`src/sv/vertex_weld_find_or_add_assert.svh`:
```
// Assertion macros shared by the vertex weld RTL.
`ifndef VERTEX_WELD_FIND_OR_ADD_ASSERT_SVH
`define VERTEX_WELD_FIND_OR_ADD_ASSERT_SVH

// Same-cycle implication, skipped while reset is high.
`define VWF_ASSERT_NOW(lbl, clk_s, rst_s, ante, cons, msg) \
  lbl: assert property (@(posedge clk_s) disable iff (rst_s) (ante) |-> (cons)) \
    else $error(msg);

// Next-cycle implication, skipped while reset is high.
`define VWF_ASSERT_NEXT(lbl, clk_s, rst_s, ante, cons, msg) \
  lbl: assert property (@(posedge clk_s) disable iff (rst_s) (ante) |=> (cons)) \
    else $error(msg);

`endif

```
`src/sv/vwf_pkg.sv`:
```
// Types and constants shared by the vertex weld block.
`timescale 1ns / 1ps
`default_nettype none

package vwf_pkg;

  localparam int COORD_BITS       = 24;
  localparam int IDX_W            = 10;
  localparam int THR_W            = 40;
  localparam int DIST_W           = 64;
  localparam int DEFAULT_CAPACITY = 1024;

  localparam logic [THR_W-1:0] THR_RESET = THR_W'(105);

  localparam logic OP_FIND  = 1'b0;
  localparam logic OP_CLEAR = 1'b1;

  typedef logic signed [COORD_BITS-1:0] coord_t;
  typedef logic [DIST_W-1:0]            dist_t;

  typedef struct packed {
    logic   operation;
    coord_t x_coord;
    coord_t y_coord;
    coord_t z_coord;
  } req_t;

  typedef struct packed {
    logic [IDX_W-1:0] point_index;
    logic             was_added;
    logic             table_full;
  } rsp_t;

  // Tag that travels with each stored point through the distance pipeline.
  typedef struct packed {
    logic valid;
    logic last;
  } scan_ctl_t;

endpackage

`default_nettype wire

```
`src/sv/vwf_dist_pipe.sv`:
```
// Four-stage squared-distance pipeline with 64-bit saturation.
`timescale 1ns / 1ps
`default_nettype none

module vwf_dist_pipe
  import vwf_pkg::*;
#(
  parameter int ADDR_W = 10
) (
  input  wire logic        clk,
  input  wire logic        rst,
  input  wire scan_ctl_t   in_ctl,
  input  wire logic [ADDR_W-1:0] in_idx,
  input  wire coord_t      pt_x,
  input  wire coord_t      pt_y,
  input  wire coord_t      pt_z,
  input  wire coord_t      probe_x,
  input  wire coord_t      probe_y,
  input  wire coord_t      probe_z,
  output scan_ctl_t        out_ctl,
  output logic [ADDR_W-1:0] out_idx,
  output dist_t            out_dist
);

  localparam int DIFF_W = COORD_BITS + 1;
  localparam int PROD_W = 2 * DIFF_W;

  function automatic dist_t sat_add(input dist_t a, input dist_t b);
    logic [DIST_W:0] s;
    s = {1'b0, a} + {1'b0, b};
    return s[DIST_W] ? '1 : s[DIST_W-1:0];
  endfunction

  function automatic logic [DIFF_W-1:0] abs_diff(input coord_t a, input coord_t b);
    logic signed [DIFF_W-1:0] d;
    d = {a[COORD_BITS-1], a} - {b[COORD_BITS-1], b};
    return d[DIFF_W-1] ? DIFF_W'(-d) : DIFF_W'(d);
  endfunction

  coord_t pt   [3];
  coord_t prb  [3];

  scan_ctl_t          s1_ctl, s2_ctl, s3_ctl;
  logic [ADDR_W-1:0]  s1_idx, s2_idx, s3_idx;
  logic [DIFF_W-1:0]  s1_mag [3];
  dist_t              s2_sq  [3];
  dist_t              s3_sum_xy;
  dist_t              s3_sq_z;

  assign pt[0]  = pt_x;
  assign pt[1]  = pt_y;
  assign pt[2]  = pt_z;
  assign prb[0] = probe_x;
  assign prb[1] = probe_y;
  assign prb[2] = probe_z;

  always_ff @(posedge clk) begin
    if (rst) begin
      s1_ctl  <= '0;
      s2_ctl  <= '0;
      s3_ctl  <= '0;
      out_ctl <= '0;
    end else begin
      s1_ctl  <= in_ctl;
      s2_ctl  <= s1_ctl;
      s3_ctl  <= s2_ctl;
      out_ctl <= s3_ctl;
    end
  end

  // Stage 1: per-axis magnitude of the difference.
  always_ff @(posedge clk) begin
    s1_idx <= in_idx;
    for (int a = 0; a < 3; a++) begin
      s1_mag[a] <= abs_diff(pt[a], prb[a]);
    end
  end

  // Stage 2: per-axis square, saturate above 32-bit magnitude.
  always_ff @(posedge clk) begin
    logic [PROD_W-1:0] prod;
    logic              big;
    s2_idx <= s1_idx;
    for (int a = 0; a < 3; a++) begin
      prod = s1_mag[a] * s1_mag[a];
      big  = |(PROD_W'(s1_mag[a]) >> 32);
      s2_sq[a] <= big ? '1 : DIST_W'(prod);
    end
  end

  // Stage 3 and 4: saturating sum.
  always_ff @(posedge clk) begin
    s3_idx    <= s2_idx;
    s3_sum_xy <= sat_add(s2_sq[0], s2_sq[1]);
    s3_sq_z   <= s2_sq[2];
    out_idx   <= s3_idx;
    out_dist  <= sat_add(s3_sum_xy, s3_sq_z);
  end

endmodule

`default_nettype wire

```
`config.mk`:
```
export PLATFORM = sky130hd
export DESIGN_NAME = vwf_dist_pipe
export DESIGN_NICKNAME = d
export VERILOG_FILES = /design/src/sv/vertex_weld_find_or_add_assert.svh /design/src/sv/vwf_pkg.sv /design/src/sv/vwf_dist_pipe.sv
export SDC_FILE = /design/constraint.sdc
export NUM_CORES = 2
export LEC_CHECK = 0
export BUFFER_PORTS_ARGS = -buffer_cell sky130_fd_sc_hd__buf_2
export CORE_MARGIN = 8
export CORE_UTILIZATION = 55
export DETAILED_ROUTE_END_ITERATION = 12
export PLACE_DENSITY = 0.77
export RECOVER_POWER = 100
export SYNTH_ARGS = -nofsm -noshare
export SYNTH_HDL_FRONTEND = slang
export SYNTH_SLANG_ARGS = --single-unit
```
`constraint.sdc`:
```
create_clock -name clk -period 7.8 [get_ports clk]
set_clock_uncertainty 0.2 [all_clocks]
set_input_delay 2.34 -clock clk [delete_from_list [all_inputs] [get_ports clk]]
set_output_delay 2.34 -clock clk [all_outputs]
set_load 0.03 [all_outputs]
```
==> metrics <==
Final Max Tran Viols 0; first-pass GRT wire length 285.5 mm; synthesis-to-finish area growth 7.588%; Initial DRC Count 3428; clk root buf clkbuf_16; startpoint class of the critical path flop; routed via count 53.15k; outcome complete, no violations; Fill cells 11.18k; most used cell, CP fa_1; Ports 234; global-route congestion overflow total 0; slew margin rel. 21.74%; Final HPWL DP 146.0 mm; # DRC 0; layout cells sized above 1 6.197%; Hold Vio Cnt, Final 0; Slowest-stage cell, CP fa_1; worst path arrival time 7.92 ns; CTS tree built; antenna violations before repair 5; All-Layer GR Usage 23.84%; Critical Path Fanout Max 18; cts hold-fix bufs 0; worst-margin pin slew 1.165 ns; sequential cell area fraction in the yosys report 11.62%; Worst-Skew Late Latency 0.68 ns; CTS Buffer Depth 3; dominant synthesized flop cell dfxtp_1; routed wire length 169.7 mm; Max Fclk 132.1 MHz; FF/Latch Area 8478 um2; synth unique cells 92; Synth Warn # 0; setup tns final 0 ns; area taken by multi-input logic gates 55300 um2; final core occ 59.57%; Core Region 131300 um2; Die ar. 144100 um2; routed length per instance 16.93 um; FF+latch count, synth 422; Vert. Die Dim 379.6 um; CP Capture Type flop; min Tclk post-route 7.569 ns; Post-Syn Area 72700 um2; Async S/R FF share, synth 0%; crit path kind flop to flop; Routability Congestion 0.9487; router iterations before antenna repair 5; syn avg cell area 9.095 um2; Worst Path Required 8.15 ns; # clock sinks 422; synthesized netlist cell count 7994; IO Port Bufs 221; H-Tree Depth 2; largest net degree at the start of global routing 28; die width 379.6 um; RSZ-0062 raised after global routing no; Final Setup Violations 0; count of max-cap constraint violations 0; Tcrit/Tclk final 97.04%; CP peak stage delay 0.55 ns; DRT antenna net count 0; Avg Vias per Cell 5.304; CP Cell Sequence buf_4, nand2_1, fa_1, inv_1, fa_1, fa_1, inv_1, fa_1, inv_1, fa_1, fa_1, inv_1, fa_1, inv_1, ha_1, a21oi_1, o21ai_0, or3_1, a311oi_4, o211ai_1, a22o_2, a221o_1, a21oi_1, xnor2_1; Reg clk slew, reported paths 0.06 ns; Hold Crit Class flop to flop; final net count 10.52k; Num CTS Buffers 51; Post-synth EDFFs 0; Initial Util 55.37%; row cnt 133; vias in the first global route 57.37k
## cells in the mapped netlist (41+ instances only)
cell type / instances / area share [%]
o21ai_0: 172 / 1.2
nand4_1: 42 / 0.36
clkbuf_1: 233 / 1.2
a31oi_1: 45 / 0.39
a21oi_1: 303 / 2.1
nor2b_1: 69 / 0.59
inv_1: 2134 / 11
nand3_1: 74 / 0.51
xor2_1: 120 / 1.4
and2_1: 373 / 3.2
nand2_1: 662 / 3.4
ha_1: 737 / 13
dfxtp_1: 422 / 12
fa_1: 1401 / 39
a21o_1: 161 / 1.7
xnor2_1: 249 / 3.0
and3_1: 41 / 0.35
nor2_1: 253 / 1.3
## cell usage in the layout, fill, tap and decap left out, types with 161 or more instances in the layout
master,netlist,final
inv_1,2134,2134
fa_1,1401,1401
ha_1,737,735
o21ai_0,172,169
nand2_1,662,662
buf_4,12,169
dfxtp_1,422,398
and2_1,373,366
nor2_1,253,252
a21oi_1,303,302
a21o_1,161,161
xnor2_1,249,249
## critical path, delay by kind of cell (launching register included)
family / cells / cell delay, ns
AO/OA/AOI/OAI: 7 / 1.63
flip-flops: 1 / 0.51
adder cells (fa/ha/maj): 8 / 3.86
buffers and inverters: 6 / 0.58
XOR/XNOR: 1 / 0.13
AND/OR/NAND/NOR: 2 / 0.54
## final cells by class
class / count / share of cell area [%]
multi-input combinational: 5196 / 70.69
timing repair buffer: 416 / 3.183
inverter: 2134 / 10.24
antenna: 3 / 0.009598
tap: 1755 / 2.807
clock buffer: 59 / 1.747
clock inverter: 35 / 0.4799
sequential: 422 / 10.84
## metal layers
metal  up-vias  GRT usage, %  share of wire (%)
li1      24710             -                  -
met3       350         4.019                6.7
met1     26490         31.04                 41
met4         0         8.437                3.8
met5         -             0                  0
met2      1597         40.22                 48
## what timing repair did
item	in CTS	in global routing
gates cloned	0	0
setup endpoints to repair	2	29
gates resized for setup	1	53
pin swaps	0	2
buffers inserted	0	0
## path summary, 6_finish.rpt
path | cells after the start | end | slack, ns | start
worst min register to register | 0 | s3_sq_z[29] | 0.10 | s2_sq[2][29]
worst min-delay path | 0 | s3_sq_z[29] | 0.10 | s2_sq[2][29]
worst max-delay path | 24 | s2_sq[0][46] | 0.23 | s1_mag[0][17]
worst max register to register | 24 | s2_sq[0][46] | 0.23 | s1_mag[0][17]
## through the flow
step | hold slack (ns) | cells | area, um2 | worst slack, ns
floorplan | 0.1096 | 8005 | 72740 | 0.2517
global placement | 0.1096 | 9923 | 76520 | 0.1630
detailed placement | 0.1121 | 9923 | 76520 | 0.09414
CTS | 0.08860 | 10020 | 78270 | 0.03481
global route | 0.09388 | 10020 | 78210 | 0.005789
finish | 0.1026 | 10020 | 78220 | 0.2311
## flip-flops by register name (all words and copies together) (netlist names), 10 cells and up
name       count
s2_sq        147
s1_idx        10
out_dist      52
s3_sum_xy     51
out_idx       10
s2_idx        10
s1_mag        75
s3_idx        10
s3_sq_z       49
## logic make-up after synthesis
logic type / after synthesis / share of synthesized area, %
AOI/OAI and AO/OA: 993 / 8.855
xor gates and xnor gates: 369 / 4.445
adders and majority gates: 2138 / 51.26
buffers and inverters: 2387 / 12.39
DFF: 422 / 11.62
muxes: 13 / 0.1876
other: 1 / 0.005158
and+or+nand+nor: 1671 / 11.23
Power is not shown: default switching activity piles up to over one toggle a cycle in this logic, so the estimate is an artifact.
